==> config.mk <==
export PLATFORM = sky130hd
export DESIGN_NAME = obd2_pid_poll_decoder_top_flat
export DESIGN_NICKNAME = d
export VERILOG_FILES = /design/src/design/opd_pkg.sv /design/src/design/opd_if.sv /design/src/design/opd_value_decode.sv /design/src/design/obd2_pid_poll_decoder_top.sv /design/src/flat_wrapper.sv
export SDC_FILE = /design/constraint.sdc
export NUM_CORES = 1
export LEC_CHECK = 0
export ABC_AREA = 1
export BUFFER_PORTS_ARGS = -buffer_cell sky130_fd_sc_hd__buf_2
export CORE_MARGIN = 1
export CORE_UTILIZATION = 57
export DETAILED_ROUTE_END_ITERATION = 10
export PLACE_DENSITY = 0.89
export SETUP_SLACK_MARGIN = 0.05
export SLEW_MARGIN = 20
export SYNTH_ARGS = -nofsm -noshare
export SYNTH_HDL_FRONTEND = slang
export SYNTH_SLANG_ARGS = --single-unit
==> constraint.sdc <==
create_clock -name clock -period 4.3 [get_ports clock]
set_input_delay 1.075 -clock clock [delete_from_list [all_inputs] [get_ports clock]]
set_output_delay 1.075 -clock clock [all_outputs]
set_load 0.02 [all_outputs]
==> src/design/opd_pkg.sv <==
// ----------------------------------------------------------------------------
// OBD-II poll decoder package
// Shared types, codes and tables for the mode 01 parameter poll decoder.
// ----------------------------------------------------------------------------
package opd_pkg;

   typedef logic [1:0]         mode_type;
   typedef logic [10:0]        can_id_type;
   typedef logic [7:0]         byte_type;
   typedef logic [2:0]         slot_type;
   typedef logic signed [16:0] value_type;
   typedef logic [0:0]         csr_index_type;
   typedef logic [10:0]        csr_data_type;

   // Poll outcome codes. The unused code is handled as a timeout.
   localparam mode_type MODE_REPLY   = 2'd0;
   localparam mode_type MODE_TIMEOUT = 2'd1;
   localparam mode_type MODE_TXFAIL  = 2'd2;
   localparam mode_type MODE_SPARE   = 2'd3;

   // Register indexes on the configuration port.
   localparam csr_index_type CSR_MAX_FAIL = 1'd0;
   localparam csr_index_type CSR_REPLY_ID = 1'd1;

   localparam byte_type   MAX_FAIL_RESET = 8'd20;
   localparam can_id_type REPLY_ID_RESET = 11'h7E8;
   localparam byte_type   STREAK_MAX     = 8'd255;

   // Rotation slots, in polling order.
   localparam slot_type SLOT_RPM      = 3'd0;
   localparam slot_type SLOT_SPEED    = 3'd1;
   localparam slot_type SLOT_COOLANT  = 3'd2;
   localparam slot_type SLOT_LOAD     = 3'd3;
   localparam slot_type SLOT_THROTTLE = 3'd4;
   localparam slot_type SLOT_RUNTIME  = 3'd5;

   localparam byte_type PID_RPM      = 8'h0C;
   localparam byte_type PID_SPEED    = 8'h0D;
   localparam byte_type PID_COOLANT  = 8'h05;
   localparam byte_type PID_LOAD     = 8'h04;
   localparam byte_type PID_THROTTLE = 8'h11;
   localparam byte_type PID_RUNTIME  = 8'h1F;

   // Mode 01 parameter identifier polled in each slot.
   function automatic byte_type pid_of_slot(slot_type slot);
      byte_type pid;
      case (slot)
         SLOT_RPM:      pid = PID_RPM;
         SLOT_SPEED:    pid = PID_SPEED;
         SLOT_COOLANT:  pid = PID_COOLANT;
         SLOT_LOAD:     pid = PID_LOAD;
         SLOT_THROTTLE: pid = PID_THROTTLE;
         SLOT_RUNTIME:  pid = PID_RUNTIME;
         default:       pid = PID_RPM;
      endcase
      return pid;
   endfunction

endpackage

==> src/design/opd_if.sv <==
// ----------------------------------------------------------------------------
// OBD-II poll decoder channels
// Valid/ready channels for poll outcomes and decoded results.
// ----------------------------------------------------------------------------
interface opd_req_if;
   logic                valid;
   logic                ready;
   opd_pkg::mode_type   mode;
   opd_pkg::can_id_type resp_id;
   opd_pkg::byte_type   byte_a;
   opd_pkg::byte_type   byte_b;

   modport source (output valid, output mode, output resp_id, output byte_a,
                   output byte_b, input ready);
   modport sink   (input valid, input mode, input resp_id, input byte_a,
                   input byte_b, output ready);
endinterface

interface opd_rsp_if;
   logic                valid;
   logic                ready;
   logic                value_valid;
   opd_pkg::slot_type   param_code;
   opd_pkg::value_type  value;
   logic                link_lost;
   opd_pkg::byte_type   next_pid;
   opd_pkg::byte_type   miss_streak;

   modport source (output valid, output value_valid, output param_code, output value,
                   output link_lost, output next_pid, output miss_streak, input ready);
   modport sink   (input valid, input value_valid, input param_code, input value,
                   input link_lost, input next_pid, input miss_streak, output ready);
endinterface

==> src/design/opd_value_decode.sv <==
// ----------------------------------------------------------------------------
// OBD-II value decoder
// Turns the two reply data bytes into an engineering value for one slot.
// ----------------------------------------------------------------------------
module opd_value_decode (
   input  opd_pkg::slot_type  slot,
   input  opd_pkg::byte_type  byte_a,
   input  opd_pkg::byte_type  byte_b,
   output opd_pkg::value_type value
);
   import opd_pkg::*;

   logic [14:0] pct_scaled;
   logic [16:0] pct_sum;
   logic [8:0]  pct_quot;

   // a*100/255 by reciprocal: x/255 = (x + 1 + (x >> 8)) >> 8 for any x below 65535.
   assign pct_scaled = 15'(byte_a) * 15'd100;
   assign pct_sum    = 17'(pct_scaled) + 17'd1 + 17'(pct_scaled[14:8]);
   assign pct_quot   = pct_sum[16:8];

   always_comb begin
      case (slot)
         SLOT_SPEED:    value = $signed({9'd0, byte_a});
         SLOT_COOLANT:  value = $signed({9'd0, byte_a}) - 17'sd40;
         SLOT_LOAD,
         SLOT_THROTTLE: value = $signed({8'd0, pct_quot});
         SLOT_RUNTIME:  value = $signed({1'b0, byte_a, byte_b});
         default:       value = $signed({3'd0, byte_a, byte_b[7:2]});
      endcase
   end

endmodule

==> src/design/obd2_pid_poll_decoder_top.sv <==
// ----------------------------------------------------------------------------
// OBD-II mode 01 poll decoder, top level
// A word passes the input register, then the result register, and is held
// there only while the result side stalls; rotation and streak update together.
// Throughput: one word per cycle unless the result side stalls.
// Reset (synchronous, active high) empties both stages, restarts the rotation
// at engine speed, clears the miss streak and restores both registers.
// ----------------------------------------------------------------------------
module obd2_pid_poll_decoder_top (
   input  logic                   clock,
   input  logic                   reset,
   opd_req_if.sink                req_ch,
   opd_rsp_if.source              rsp_ch,
   input  logic                   csr_we,
   input  opd_pkg::csr_index_type csr_index,
   input  opd_pkg::csr_data_type  csr_wdata
);
   import opd_pkg::*;

   // Configuration registers.
   byte_type   max_fail_ff;
   can_id_type reply_id_ff;

   // Poller state: rotation slot and consecutive miss count.
   slot_type rotation_ff, rotation_in;
   byte_type fail_ff, fail_in;

   // Input register stage.
   logic       in_valid_ff;
   mode_type   in_mode_ff;
   can_id_type in_id_ff;
   byte_type   in_a_ff, in_b_ff;

   // Result register stage.
   logic       out_valid_ff;
   logic       out_vvalid_ff, out_vvalid_in;
   slot_type   out_code_ff;
   value_type  out_value_ff, out_value_in;
   logic       out_lost_ff, out_lost_in;
   byte_type   out_pid_ff;
   byte_type   out_streak_ff;

   logic       advance;
   logic       out_free;
   slot_type   slot;
   logic       hit;
   byte_type   streak_inc;
   value_type  decoded;

   // The result register is free when empty or being drained this cycle. The
   // input register hands its word on whenever the result register is free,
   // so a new word may enter every cycle while the output is not held.
   assign out_free     = !out_valid_ff || rsp_ch.ready;
   assign advance      = in_valid_ff && out_free;
   assign req_ch.ready = !in_valid_ff || out_free;

   // Slots six and seven never occur but would poll engine speed.
   assign slot = (rotation_ff > SLOT_RUNTIME) ? SLOT_RPM : rotation_ff;

   opd_value_decode u_decode (
      .slot   (slot),
      .byte_a (in_a_ff),
      .byte_b (in_b_ff),
      .value  (decoded)
   );

   // A reply counts only when it comes from the configured identifier; any
   // other reply, a timeout or the unused mode code counts as a miss. The
   // streak saturates rather than wrapping.
   always_comb begin
      hit           = (in_mode_ff == MODE_REPLY) && (in_id_ff == reply_id_ff);
      streak_inc    = (fail_ff == STREAK_MAX) ? STREAK_MAX : fail_ff + 8'd1;
      out_vvalid_in = 1'b0;
      out_value_in  = '0;
      out_lost_in   = 1'b0;
      fail_in       = fail_ff;

      if (in_mode_ff == MODE_TXFAIL) begin
         out_lost_in = 1'b1;
      end else if (hit) begin
         fail_in       = '0;
         out_vvalid_in = 1'b1;
         out_value_in  = decoded;
      end else begin
         fail_in     = streak_inc;
         out_lost_in = (streak_inc >= max_fail_ff);
      end

      // Losing the link restarts the rotation and the streak; otherwise the
      // rotation moves on by one slot after every poll.
      if (out_lost_in) begin
         rotation_in = SLOT_RPM;
         fail_in     = '0;
      end else if (slot == SLOT_RUNTIME) begin
         rotation_in = SLOT_RPM;
      end else begin
         rotation_in = slot + 3'd1;
      end
   end

   // Configuration writes; an index beyond the list is ignored.
   always_ff @(posedge clock) begin
      if (reset) begin
         max_fail_ff <= MAX_FAIL_RESET;
         reply_id_ff <= REPLY_ID_RESET;
      end else if (csr_we) begin
         case (csr_index)
            CSR_MAX_FAIL: max_fail_ff <= csr_wdata[7:0];
            CSR_REPLY_ID: reply_id_ff <= csr_wdata;
            default:      ;
         endcase
      end
   end

   // Control state: stage valid flags and the poller state.
   always_ff @(posedge clock) begin
      if (reset) begin
         in_valid_ff  <= 1'b0;
         out_valid_ff <= 1'b0;
         rotation_ff  <= SLOT_RPM;
         fail_ff      <= '0;
      end else begin
         if (req_ch.ready) begin
            in_valid_ff <= req_ch.valid;
         end
         if (out_free) begin
            out_valid_ff <= in_valid_ff;
         end
         if (advance) begin
            rotation_ff <= rotation_in;
            fail_ff     <= fail_in;
         end
      end
   end

   // Payload registers need no reset.
   always_ff @(posedge clock) begin
      if (req_ch.valid && req_ch.ready) begin
         in_mode_ff <= req_ch.mode;
         in_id_ff   <= req_ch.resp_id;
         in_a_ff    <= req_ch.byte_a;
         in_b_ff    <= req_ch.byte_b;
      end
      if (advance) begin
         out_vvalid_ff <= out_vvalid_in;
         out_code_ff   <= slot;
         out_value_ff  <= out_value_in;
         out_lost_ff   <= out_lost_in;
         out_pid_ff    <= pid_of_slot(rotation_in);
         out_streak_ff <= fail_in;
      end
   end

   assign rsp_ch.valid       = out_valid_ff;
   assign rsp_ch.value_valid = out_vvalid_ff;
   assign rsp_ch.param_code  = out_code_ff;
   assign rsp_ch.value       = out_value_ff;
   assign rsp_ch.link_lost   = out_lost_ff;
   assign rsp_ch.next_pid    = out_pid_ff;
   assign rsp_ch.miss_streak = out_streak_ff;

   // A decoded value means the link was kept.
   assert property (@(posedge clock) disable iff (reset)
      rsp_ch.valid |-> !(rsp_ch.value_valid && rsp_ch.link_lost))
      else $error("value decoded on a step that lost the link");

   // Link loss restarts the rotation and clears the streak.
   assert property (@(posedge clock) disable iff (reset)
      (rsp_ch.valid && rsp_ch.link_lost) |->
         (rsp_ch.next_pid == PID_RPM && rsp_ch.miss_streak == 8'd0))
      else $error("link loss did not restart the poll rotation");

   // A successful reply always clears the streak.
   assert property (@(posedge clock) disable iff (reset)
      (rsp_ch.valid && rsp_ch.value_valid) |-> rsp_ch.miss_streak == 8'd0)
      else $error("streak not cleared by a good reply");

   // The rotation never leaves the six defined slots.
   assert property (@(posedge clock) disable iff (reset)
      advance |=> rotation_ff <= SLOT_RUNTIME)
      else $error("rotation slot out of range");

endmodule

==> src/flat_wrapper.sv <==
// flat-port wrapper written by rule: the top's interface ports become plain ports
module obd2_pid_poll_decoder_top_flat import opd_pkg::*;
  (clock, reset, csr_we, csr_index, csr_wdata, req_ch_valid, req_ch_mode, req_ch_resp_id, req_ch_byte_a, req_ch_byte_b, req_ch_ready, rsp_ch_valid, rsp_ch_value_valid, rsp_ch_param_code, rsp_ch_value, rsp_ch_link_lost, rsp_ch_next_pid, rsp_ch_miss_streak, rsp_ch_ready);
  opd_req_if req_ch_i ();
  opd_rsp_if rsp_ch_i ();
  input  logic clock;
  input  logic reset;
  input  logic csr_we;
  input  opd_pkg::csr_index_type csr_index;
  input  opd_pkg::csr_data_type csr_wdata;
  input wire logic [$bits(req_ch_i.valid)-1:0] req_ch_valid;
  input wire logic [$bits(req_ch_i.mode)-1:0] req_ch_mode;
  input wire logic [$bits(req_ch_i.resp_id)-1:0] req_ch_resp_id;
  input wire logic [$bits(req_ch_i.byte_a)-1:0] req_ch_byte_a;
  input wire logic [$bits(req_ch_i.byte_b)-1:0] req_ch_byte_b;
  output wire logic [$bits(req_ch_i.ready)-1:0] req_ch_ready;
  output wire logic [$bits(rsp_ch_i.valid)-1:0] rsp_ch_valid;
  output wire logic [$bits(rsp_ch_i.value_valid)-1:0] rsp_ch_value_valid;
  output wire logic [$bits(rsp_ch_i.param_code)-1:0] rsp_ch_param_code;
  output wire logic [$bits(rsp_ch_i.value)-1:0] rsp_ch_value;
  output wire logic [$bits(rsp_ch_i.link_lost)-1:0] rsp_ch_link_lost;
  output wire logic [$bits(rsp_ch_i.next_pid)-1:0] rsp_ch_next_pid;
  output wire logic [$bits(rsp_ch_i.miss_streak)-1:0] rsp_ch_miss_streak;
  input wire logic [$bits(rsp_ch_i.ready)-1:0] rsp_ch_ready;
  assign req_ch_i.valid = req_ch_valid;
  assign req_ch_i.mode = req_ch_mode;
  assign req_ch_i.resp_id = req_ch_resp_id;
  assign req_ch_i.byte_a = req_ch_byte_a;
  assign req_ch_i.byte_b = req_ch_byte_b;
  assign req_ch_ready = req_ch_i.ready;
  assign rsp_ch_valid = rsp_ch_i.valid;
  assign rsp_ch_value_valid = rsp_ch_i.value_valid;
  assign rsp_ch_param_code = rsp_ch_i.param_code;
  assign rsp_ch_value = rsp_ch_i.value;
  assign rsp_ch_link_lost = rsp_ch_i.link_lost;
  assign rsp_ch_next_pid = rsp_ch_i.next_pid;
  assign rsp_ch_miss_streak = rsp_ch_i.miss_streak;
  assign rsp_ch_i.ready = rsp_ch_ready;
  obd2_pid_poll_decoder_top u_core (.clock(clock), .reset(reset), .req_ch(req_ch_i), .rsp_ch(rsp_ch_i), .csr_we(csr_we), .csr_index(csr_index), .csr_wdata(csr_wdata));
endmodule
After elaboration in Yosys (flattened, before gate mapping)
Cells that the tools add are included.

cells by class
  eq/ne operators = 13
  multiply operators = 1
  reductions and logical operators = 12
  bitwise operators = 2
  $add $sub $neg = 5
  magnitude comparators = 2
  multiplexer cells = 12

operator list
  kind                   count
  $pmux 17 s4            1
  $mux 8                 4
  $pmux 5 s5             1
  $add 16x7->17          1
  $add 15x1->16 const B  1
  $mul 8x5->13 const B   1
  $eq 3x2->1 const B     4
  $eq 3x3->1 const B     4
  $eq 11x11->1           1
  $mux 3                 3
  $sub 8x6->9 const B    1
  $add 8x1->8 const B    1
  $eq 8x8->1 const B     1
  $ge 8x8->1             1
  $eq 3x1->1 const B     2
  $reduce_and 2->1       2
  $reduce_or 2->1        2
  $add 3x1->3 const B    1
  $gt 3x3->1 const B     1
  $logic_and 1x1->1      3
  $mux 1                 3
  $eq 2x2->1 const B     1
  $logic_not 1->1        2
  $logic_not 2->1        1
  other kinds (2)        4

word-level totals
  logic and storage cells = 63
  input port bits = 46
  register bits after elaboration = 99
  output and inout bits = 40

Longest topological paths before layout
Gate-level depths: netlist of run 1.

  depth in word-level cells = 8
  mapped depth = 25
  gate-level depth less buffers = 25

Cells and area by module
From an unflattened synthesis of run 1, not the netlist that was laid out.

second synthesis, totals
  cells, all modules = 685
  area total of the unflattened synthesis = 5735.5 µm²

by module, submodules not included
  module                     area an instance (µm²)  seq. area each (µm²)  cells an instance  instances
  obd2_pid_poll_decoder_top  4091.4                  2562.5                405                1
  opd_value_decode           1644.1                  0.0                   280                1

Worst setup path after synthesis of run 1
Ideal clock, no wire load.

  path type = reg2reg
  start point = register u_core.in_a_ff[3]
  end point = register u_core.out_value_ff[1], in the netlist u_core.rsp_ch.value[1], data pin
  library setup time = 0.263 ns
  data required time = 4.037 ns
  buffers on the path = 0
  clock period less this slack = 3.834 ns
  arrival time = 3.571 ns
  stages on the path, launching flop included = 25
  path slack = 0.466 ns
  path through = edfxtp_1 > inv_1 > ha_1 > ha_1 > inv_1 > fa_1 > inv_1 > ha_1 > a21oi_1 > or2_1 > nand3_1 > nand2_1 > nand2_2 > inv_1 > ha_1 > a21oi_1 > nand2_1 > a21oi_1 > nand2_1 > nand2_1 > nand2_2 > nand2_1 > nand3_1 > nand3_1 > a21oi_1

on the way
  word-level cells in the longest chain between the ends = 4

ends and longest elaborated chain
  element                 RTL line                          text
  from (decl)             obd2_pid_poll_decoder_top.sv:32   byte_type in_a_ff, in_b_ff;
  from (signal assigned)  obd2_pid_poll_decoder_top.sv:141  in_a_ff <= req_ch.byte_a;
  $mul 8x5->13 *          opd_value_decode.sv:18            assign pct_scaled = 15'(byte_a) * 15'd100;
  $add 15x1->16           opd_value_decode.sv:19            assign pct_sum = 17'(pct_scaled) + 17'd1 + 17'(pct_scaled[14:8]);
  $add 16x7->17 *         opd_value_decode.sv:19
  $pmux 17 s4 *           opd_value_decode.sv:23            case (slot)
  to (signal assigned)    obd2_pid_poll_decoder_top.sv:147  out_value_ff <= out_value_in;
  to (decl)               obd2_pid_poll_decoder_top.sv:38   value_type out_value_ff, out_value_in;

Mark *: on every way between the ends. The rest lies on a longest branch, timed or not.
A chain may end at the register's enable or synchronous reset.

Final worst setup path of run 1
  start point = register u_core.in_a_ff[3]
  end point = register u_core.out_value_ff[5], in the netlist u_core.rsp_ch.value[5], data pin

on the way
  word-level cells in the longest chain between the ends = 4
  elaborated cells between the ends (all ways) = 5
  those cells by class = 3 x add/sub; 1 x mul; 1 x mux

ends and longest elaborated chain
  element        RTL line
  $mul 8x5->13   opd_value_decode.sv:18
  $add 15x1->16  opd_value_decode.sv:19
  $add 16x7->17  opd_value_decode.sv:19
  $pmux 17 s4 *  opd_value_decode.sv:23

Marks and branches as above.

==> results of run 1 <==
## layer usage
metal	vias up	GRT usage (%)
met5	-	0
met4	0	11.6
met3	36	4.75
met2	236	40.8
met1	2062	34.7
li1	2203	-
## placed cells by master, fill, tap and decap left out, types with 5 or more instances in the layout
cell type and n:
clkbuf_8 9, a22oi_1 6, a21oi_2 5, nand4_1 5, ha_4 5, inv_2 7, ha_1 40, buf_2 82
nand3_1 34, nor2_1 45, o21ai_0 42, nand2_2 9, dfxtp_1 32, buf_4 13, edfxtp_1 64, xor2_1 6
o211ai_1 6, nand2_1 103, a21oi_1 45, inv_1 87
## worst paths after layout
kind / endpoint
worst max-delay path: u_core.rsp_ch.value[5]
worst min-delay path: u_core.max_fail_ff[6]
worst max register to register: u_core.rsp_ch.value[5]
worst min register to register: u_core.max_fail_ff[6]
## state kept, by name, summed over array words and instances (netlist names)
register                   cells
u_core.rsp_ch.miss_streak      8
u_core.rsp_ch.valid            1
u_core.rsp_ch.next_pid         5
u_core.reply_id_ff            11
u_core.in_id_ff               11
u_core.in_a_ff                 8
u_core.rsp_ch.value_valid      1
u_core.max_fail_ff             8
u_core.in_mode_ff              2
u_core.in_valid_ff             1
u_core.rsp_ch.param_code       3
u_core.rsp_ch.link_lost        1
u_core.rsp_ch.value           17
u_core.rotation_ff             3
u_core.fail_ff                 8
u_core.in_b_ff                 8
## cell families (layout without fill, tap and decap cells)
| kind of cell | Yosys count | after routing | share of synthesized area, % |
|---|---|---|---|
| xor gates and xnor gates | 10 | 10 | 1.64 |
| buffers and inverters | 109 | 207 | 8.05 |
| adders and majority gates | 48 | 48 | 11.7 |
| other | 1 | 3 | 0.0702 |
| and+or+nand+nor | 216 | 216 | 18.0 |
| DFF | 96 | 96 | 47.9 |
| AOI/OAI and AO/OA | 121 | 121 | 12.6 |
## final cells by class
cell class / instances / area (µm²)
clock buffers: 9 / 124
clock inverters: 7 / 97.6
inverters: 96 / 362
well taps: 108 / 135
flip-flops and latches: 96 / 2560
fillers: 641 / 2630
repair buffers: 95 / 508
multi-input cells: 398 / 2470
## timing repair
action                                  4_1_cts  5_1_grt
endpoints found under the setup margin        3        8
buffers inserted                              0        6
resized for setup                             1       16
pin swaps                                     0        7
hold buffers                                  0        0
## through the flow
| stage | hold WS [ns] | power [µW] |
|---|---|---|
| floorplan | 0.435 | 1550 |
| global placement | 0.454 | 1700 |
| detailed placement | 0.471 | 1720 |
| CTS | 0.488 | 2360 |
| global route | 0.510 | 2550 |
| finish | 0.491 | 2430 |
## synth_stat cells, drive strengths merged (4+ instances only)
master  instances  area share, %
nor3            5           0.87
a22oi           6           0.84
inv            94            6.6
nand2         113            8.3
nand4           5           0.59
nor2           50            3.9
nand3          34            3.2
dfxtp          32             12
buf             5           0.73
xor2            7            1.1
a21oi          51            4.8
or2             4           0.47
clkbuf          8           0.56
edfxtp         64             36
o21ai          44            4.1
ha             45             11
o211ai          6           0.84
## report_power, final
group | total, µW | switching [µW] | internal (µW)
Combinational | 706 | 444 | 262
Clock | 648 | 360 | 288
Sequential | 1070 | 31.9 | 1040
Total | 2430 | 836 | 1590
## worst max-delay path: stages (launching register included)
cell      delay (ns)
edfxtp_1        0.51
inv_2           0.15
ha_4            0.22
ha_1            0.27
inv_1           0.05
fa_1            0.50
inv_1           0.07
ha_4            0.30
a21oi_2         0.07
or2_1           0.22
nand3_1         0.07
nand2_1         0.06
nand2_2         0.08
inv_1           0.06
ha_4            0.28
inv_1           0.05
nor3_2          0.15
a21oi_1         0.08
nand2_1         0.06
nand2_1         0.08
nand2_4         0.12
nand3_1         0.09
nand2_1         0.08
nand3_1         0.09
a21oi_2         0.17
==> flow_summary.ini, run 1 <==
[setup_path]
crit_required_ns = 4.52
start_kind = flip-flop
arrival_ns = 4.26
reg2reg_depth = 24
startpoint = u_core.in_a_ff[3]
r2r_setup_slack_ns = 0.26
critPathMaxFanout = 7
reg2reg_from = u_core.in_a_ff[3]
end_kind = flip-flop
crit_type = reg -> reg

[sta]
slew_viol_final = 0
slew_headroom_pct = 38.6
tightest_slew_ns = 0.919
min_period_over_period_pct = 93.8
finalClockSkew_ns = 0.00662
layout_min_cycle_time_ns = 4.04
setup_violations = 0
max_freq_mhz = 248
hold_violations = 0
setup-tns-final_ns = 0
rsz0062_at_grt = no
worst_slack_ns = 0.265

[layout]
final_cells = 809
area_growth_pct = 17.1
final_core_util_pct = 70.4
nets = 790
drive_gt1_share_pct = 21.7
antenna_cells = 0
finalInstanceArea_um2 = 6260

[placement]
dpl_cell_area_um2 = 5890
globalplace.congestion = 0.930
pre_cts_ws_ns = 0.0656
io_buffers = 82
dp_hpwl_um = 9270
placedCellCount = 787

[clock_network]
cts_buffers = 9
ctsLongestPathBuffers = 2
htree_levels = 3
cts.sinks = 96
cts_root_buf = clkbuf_8
path_clk_slew_ns = 0.10
insertion_delay_ns = 0.37
tritoncts = done

[yosys]
async_flop_share_pct = 0
syn_inst = 601
ys_seq_area_share_pct = 47.9
yosysWarnings = 0
postSynthRegisterBits = 96
postSynthAreaPerCell_um2 = 8.89
synth.distinct_cells = 43
synth_edf_count = 64
syn_area_um2 = 5350
ys.flop_type = edfxtp_1

[die]
fp.dieArea_um2 = 9770
core_area_um2 = 8890
start_util_pct = 60.1
ioPinCount = 86
chipWidth_um = 98.8
rows = 34
die_h_um = 98.8

[power_and_ir_drop]
ir_drop_mv = 0.227
p_per_area_nw_per_um2 = 388
p_leak_uw = 0.00295

[grt]
track_usage_pct = 25.8
grt_pass1_vias = 4218
grt_max_degree = 36
overflow = 0
antenna_found_initial = 0
grt_pass1_wl_um = 19700

[drt]
via_count = 4537
via_per_inst = 5.61
wl_met2_um = 5640
drtPass1Iterations = 5
ant_nets = 0
wl_um = 12300
drc = 0
wl_per_cell_um = 15.2
drtIter0Drc = 262
wl_met3_um = 931
m1WireLength_um = 5370
routed.top_layer = met4

[min_path]
min_from = u_core.max_fail_ff[6]
hp-class = reg -> reg
min_delay_path_depth = 2

[run]
cap_violations = 0

[status]
status = complete, no violations
(Power assumes the default switching activity.)
==> run 2, diff against run 1 <==
--- a/config.mk
+++ b/config.mk
@@ -11,6 +11,7 @@
 export CORE_UTILIZATION = 57
 export DETAILED_ROUTE_END_ITERATION = 10
 export PLACE_DENSITY = 0.89
+export RECOVER_POWER = 50
 export SETUP_SLACK_MARGIN = 0.05
 export SLEW_MARGIN = 20
 export SYNTH_ARGS = -nofsm -noshare
==> run 2 against run 1 <==
Against the previous run:
- the flow now finishes with violations (max-capacitance violations, max-slew violations)
- utilization down 0.72 points
- fmax decreased by 0.36%
- wire length rose by 0.41%
==> flow_summary.ini, run 2 (synthesized netlist as in run 1, its figures left out) <==
[status]
status = finished, violations left
violations = max-capacitance violations, max-slew violations

[setup_path]
crit_required_ns = 4.52
arrival_ns = 4.27
cpPeakStageDelay_ns = 0.51
crit_buf_inv = 5
crit_type = reg -> reg
cp_cell_sequence = inv_2 > ha_4 > ha_1 > inv_1 > fa_1 > inv_1 > ha_4 > a21oi_2 > or2_1 > nand3_1 > nand2_1 > nand2_2 > inv_1 > ha_4 > inv_1 > nor3_2 > a21oi_1 > nand2_1 > nand2_1 > nand2_4 > nand3_1 > nand2_1 > nand3_1 > a21oi_2
start_kind = flip-flop
reg2reg_from = u_core.in_a_ff[3]
critPathMaxFanout = 7
cp_top_family = adder cells
startpoint = u_core.in_a_ff[3]
crit_path_top_delay_cell = edfxtp_1
end_kind = flip-flop

[power_and_ir_drop]
power_uw = 2420
p_leak_uw = 0.00284
p_per_area_nw_per_um2 = 391
ir_drop_mv = 0.227

[sta]
tightest_slew_ns = 2.65
finalClockSkew_ns = 0.00717
min_period_over_period_pct = 94.2
setup_violations = 0
slew_viol_final = 36
hold_violations = 0
slew_headroom_pct = -76.4
worst_slack_ns = 0.250
setup-tns-final_ns = 0
layout_min_cycle_time_ns = 4.05
max_freq_mhz = 247
rsz0062_at_grt = no

[clock_network]
cts_root_buf = clkbuf_8
insertion_delay_ns = 0.37
ctsLongestPathBuffers = 2
tritoncts = done
cts_buffers = 9
htree_levels = 3
path_clk_slew_ns = 0.10
cts.sinks = 96

[drt]
via_count = 4546
wl_um = 12400
wl_per_cell_um = 15.3
drc = 0
ant_nets = 0
drtPass1Iterations = 5
via_per_inst = 5.62
drtIter0Drc = 286

[die]
die_h_um = 98.8
core_area_um2 = 8890
rows = 34
fp.dieArea_um2 = 9770
start_util_pct = 60.1
ioPinCount = 86
chipWidth_um = 98.8

[layout]
layout_commonest_cell = nand2_1
final_core_util_pct = 69.7
area_growth_pct = 15.9
final_cell_mix = 103 x nand2_1, 87 x inv_1, 64 x edfxtp_1
n_fill_cell = 672
largest_register_ffs = 17
final_cells = 809
drive_gt1_share_pct = 16.1
antenna_cells = 0
nets = 790

[placement]
io_buffers = 82
globalplace.congestion = 0.930
pre_cts_ws_ns = 0.0656
dp_hpwl_um = 9270
placedCellCount = 787

[grt]
grt_pass1_vias = 4218
grt_max_degree = 36
overflow = 0
track_usage_pct = 25.8
antenna_found_initial = 0
grt_pass1_wl_um = 19700

[min_path]
min_from = u_core.max_fail_ff[6]
hp-class = reg -> reg

[run]
cap_violations = 1
[run 2: per-layer routing]
metal  global-route usage [%]  routed length [µm]  vias up
li1                         -                   -     2205
met3                     4.75                 904       42
met5                        0                   0        -
met2                     40.8                5610      221
met4                     11.6                 412        0
met1                     34.7                5430     2078
[run 2: path summary, 6_finish.rpt]
path,end,cells after the start,slack [ns]
max,u_core.rsp_ch.value[5],24,0.25
min,u_core.max_fail_ff[6],2,0.49
max reg2reg,u_core.rsp_ch.value[5],24,0.25
min reg2reg,u_core.max_fail_ff[6],2,0.49
[run 2: timing repair]
item | in CTS | in global routing
setup endpoints to repair | 3 | 8
hold buffers | 0 | 0
gates resized for setup | 1 | 16
endpoints found under the hold margin | 0 | 0
buffers inserted | 0 | 6
pin swaps | 0 | 7
[run 2: per-stage QoR]
step	area, µm²	hold WS [ns]
3_3_place_gp	5890	0.454
6_report	6200	0.490
4_1_cts	6120	0.488
5_1_grt	6200	0.510
2_1_floorplan	5350	0.435
3_5_place_dp	5890	0.471
[run 2: report_power, final]
part	total, µW	switching [µW]	leakage (µW)	internal [µW]
logic	702	444	0.00183	257
clock network	646	358	0.000112	288
registers	1070	31.7	0.000899	1040
total	2420	834	0.00284	1590
[run 2: cell type report]
class / count / area, µm² / area share [%]
Sequential cell: 96 / 2560 / 41.4
Multi-Input combinational cell: 398 / 2450 / 39.6
Timing Repair Buffer: 95 / 464 / 7.49
Inverter: 96 / 362 / 5.84
Tap cell: 108 / 135 / 2.18
Clock buffer: 9 / 124 / 2.00
Clock inverter: 7 / 97.6 / 1.58
[run 2: worst min-delay path, stage by stage, from the launching register on]
cell and delay, ns:
dfxtp_1 0.32, inv_1 0.07, a21oi_1 0.06
==> run 3, diff against run 2 <==
--- a/config.mk
+++ b/config.mk
@@ -5,9 +5,8 @@
 export SDC_FILE = /design/constraint.sdc
 export NUM_CORES = 1
 export LEC_CHECK = 0
-export ABC_AREA = 1
 export BUFFER_PORTS_ARGS = -buffer_cell sky130_fd_sc_hd__buf_2
-export CORE_MARGIN = 1
+export CORE_MARGIN = 5
 export CORE_UTILIZATION = 57
 export DETAILED_ROUTE_END_ITERATION = 10
 export PLACE_DENSITY = 0.89
==> run 3 against run 2 <==
Against the previous run:
- the run ends with max-capacitance violations, max-slew violations, negative setup slack left
- sequential share of layout area down 1.4 points
- clock skew up 0.011 ns
- largest cell class is now multi-input combinational cells
- area after synthesis shrank 0.75%
- non-clock buffer count grew 25
- combinational power up 3.1%
- die area grew 16%
- sequential power hardly changed
- via count fell by 4.4%
- flip-flop and latch count unchanged
- synthesized cell count fell by 15%
- utilization is 0.37 points higher
==> flow_summary.ini, run 3 <==
[status]
status = finished, violations left
violations = max-capacitance violations, max-slew violations, negative setup slack

[die]
die_h_um = 106
ioPinCount = 86
start_util_pct = 58.0
chipWidth_um = 106
core_area_um2 = 9150
fp.dieArea_um2 = 11300
rows = 35

[yosys]
syn_inst = 510
ys_seq_area_share_pct = 48.3
synthTopCellsByArea = edfxtp_1 36%, dfxtp_1 12%, ha_1 11%
async_flop_share_pct = 0
postSynthRegisterBits = 96
synth.most_common_cell = edfxtp_1
synth_edf_count = 64
syn_area_um2 = 5310
yosysTopAreaCell = edfxtp_1
synth_top_area_share_pct = 36.2
synth.distinct_cells = 57
yosysWarnings = 0
ys_top_cells_by_count = 64 x edfxtp_1, 55 x a21oi_1, 52 x nand2_1
postSynthAreaPerCell_um2 = 10.4
ys.flop_type = edfxtp_1

[sta]
slew_viol_final = 30
finalClockSkew_ns = 0.0180
min_period_over_period_pct = 101
slew_headroom_pct = -8.83
layout_min_cycle_time_ns = 4.36
worst_slack_ns = -0.0621
setup_violations = 4
max_freq_mhz = 229
whs_ns = 0.474
tightest_slew_ns = 1.63
hold_violations = 0
rsz0062_at_grt = yes

[min_path]
hp-class = reg -> reg
min_delay_path_depth = 2

[layout]
finalInstanceArea_um2 = 6410
area_growth_pct = 20.9
drive_gt1_share_pct = 25.0
multi_input_area_um2 = 2720
final_cell_mix = 68 x buf_2, 64 x edfxtp_1, 52 x a21oi_1
nets = 713
antenna_cells = 0
largest_register_ffs = 17
n_fill_cell = 618
regArea_um2 = 2560
layout_commonest_cell = buf_2
final_core_util_pct = 70.1

[setup_path]
start_kind = flip-flop
crit_path_end = u_core.rsp_ch.value[7]
rr_endpoint = u_core.rsp_ch.value[7]
r2r_setup_slack_ns = -0.06
startpoint = u_core.in_a_ff[3]
crit_required_ns = 4.40
crit_type = reg -> reg
reg2reg_depth = 19
critPathMaxFanout = 7
arrival_ns = 4.47
end_kind = flip-flop
reg2reg_from = u_core.in_a_ff[3]

[placement]
globalplace.congestion = 0.933
dp_hpwl_um = 8900
pre_cts_ws_ns = -0.133
dpl_cell_area_um2 = 5930
io_buffers = 82

[power_and_ir_drop]
p_per_area_nw_per_um2 = 363
ir_drop_mv = 0.220
p_leak_uw = 0.00261

[drt]
drc = 0
wl_um = 12600
via_count = 4348
drtIter0Drc = 299
wl_per_cell_um = 17.1
via_per_inst = 5.92
ant_nets = 0
drtPass1Iterations = 6

[clock_network]
path_clk_slew_ns = 0.10
cts_root_buf = clkbuf_8
tritoncts = done
hold_buffers = 0
htree_levels = 3
cts_buffers = 9
insertion_delay_ns = 0.36
cts.sinks = 96
ctsLongestPathBuffers = 2

[grt]
grt_max_degree = 34
grt_pass1_vias = 4076
grt_pass1_wl_um = 19600
track_usage_pct = 21.7
overflow = 0
antenna_found_initial = 0

[run]
cap_violations = 1
run 3: changes by cell type after synthesis, moves of 14 or more:
cell	change
nand2_1	-53
nand3_1	-26
inv_1	-57
xor2_1	+14
nor2_1	-21
o21ai_0	-33
run 3: power by group:
part | internal [µW] | switching, µW
sequential | 1030 | 31.0
clock | 216 | 328
combinational | 343 | 381
total | 1590 | 741
run 3: layer usage:
| layer | vias to the layer above | global-route usage [%] | wire length [µm] |
|---|---|---|---|
| met5 | - | 0 | 0 |
| met4 | 0 | 8.22 | 421 |
| met3 | 41 | 3.58 | 979 |
| met2 | 229 | 36.7 | 6040 |
| met1 | 2018 | 28.0 | 5150 |
| li1 | 2060 | - | - |
run 3: worst min path at each step:
stage,from,to,slack (ns)
after floorplan,u_core.max_fail_ff[1],u_core.max_fail_ff[1],0.44
after global placement,u_core.max_fail_ff[5],u_core.max_fail_ff[5],0.45
after detailed placement,u_core.max_fail_ff[5],u_core.max_fail_ff[5],0.46
after CTS,u_core.max_fail_ff[5],u_core.max_fail_ff[5],0.48
after global routing,u_core.max_fail_ff[5],u_core.max_fail_ff[5],0.49
final,u_core.max_fail_ff[5],u_core.max_fail_ff[5],0.47
run 3: stage by stage:
stage / setup TNS (ns) / cells / power (µW)
after floorplan: 0 / 512 / 1470
after CTS: 0 / 732 / 2280
final: -0.120 / 735 / 2330
after detailed placement: -0.284 / 702 / 1660
after global placement: 0 / 702 / 1630
after global routing: -1.05 / 735 / 2430
run 3: cell type report:
type,count,share of cell area (%)
inverter,32,1.95
tap,111,2.17
timing repair buffer,120,10.8
clock buffer,9,1.93
sequential,96,40.0
clock inverter,7,0.800
multi-input combinational,360,42.4
run 3: what timing repair did:
item,CTS,global route
pin swaps,22,12
setup buffers,14,3
gates resized for setup,23,9
endpoints found under the setup margin,8,8
run 3: kinds of logic (layout without fill, tap and decap cells):
logic type / after synthesis / in the layout / synth area share [%]
AOI/OAI and AO/OA: 125 / 125 / 15.4
xor gates and xnor gates: 30 / 30 / 4.95
adders and majority gates: 50 / 50 / 12.1
buffers and inverters: 56 / 168 / 4.34
DFF: 96 / 96 / 48.3
muxes: 5 / 5 / 0.943
other: 1 / 3 / 0.0707
and+or+nand+nor: 147 / 147 / 13.9
run 3: critical path: stages (launching register included):
cell and delay (ns):
edfxtp_1 0.43, buf_4 0.17, inv_4 0.05, ha_4 0.20, ha_4 0.26, inv_1 0.05
fa_1 0.50, inv_2 0.05, ha_4 0.26, o211ai_1 0.10, o21ai_1 0.16, xor2_1 0.28
ha_1 0.30, a211o_1 0.26, o32a_1 0.31, o2111ai_2 0.09, nand2_2 0.16, and4_1 0.24
a31oi_1 0.18, a211oi_2 0.06
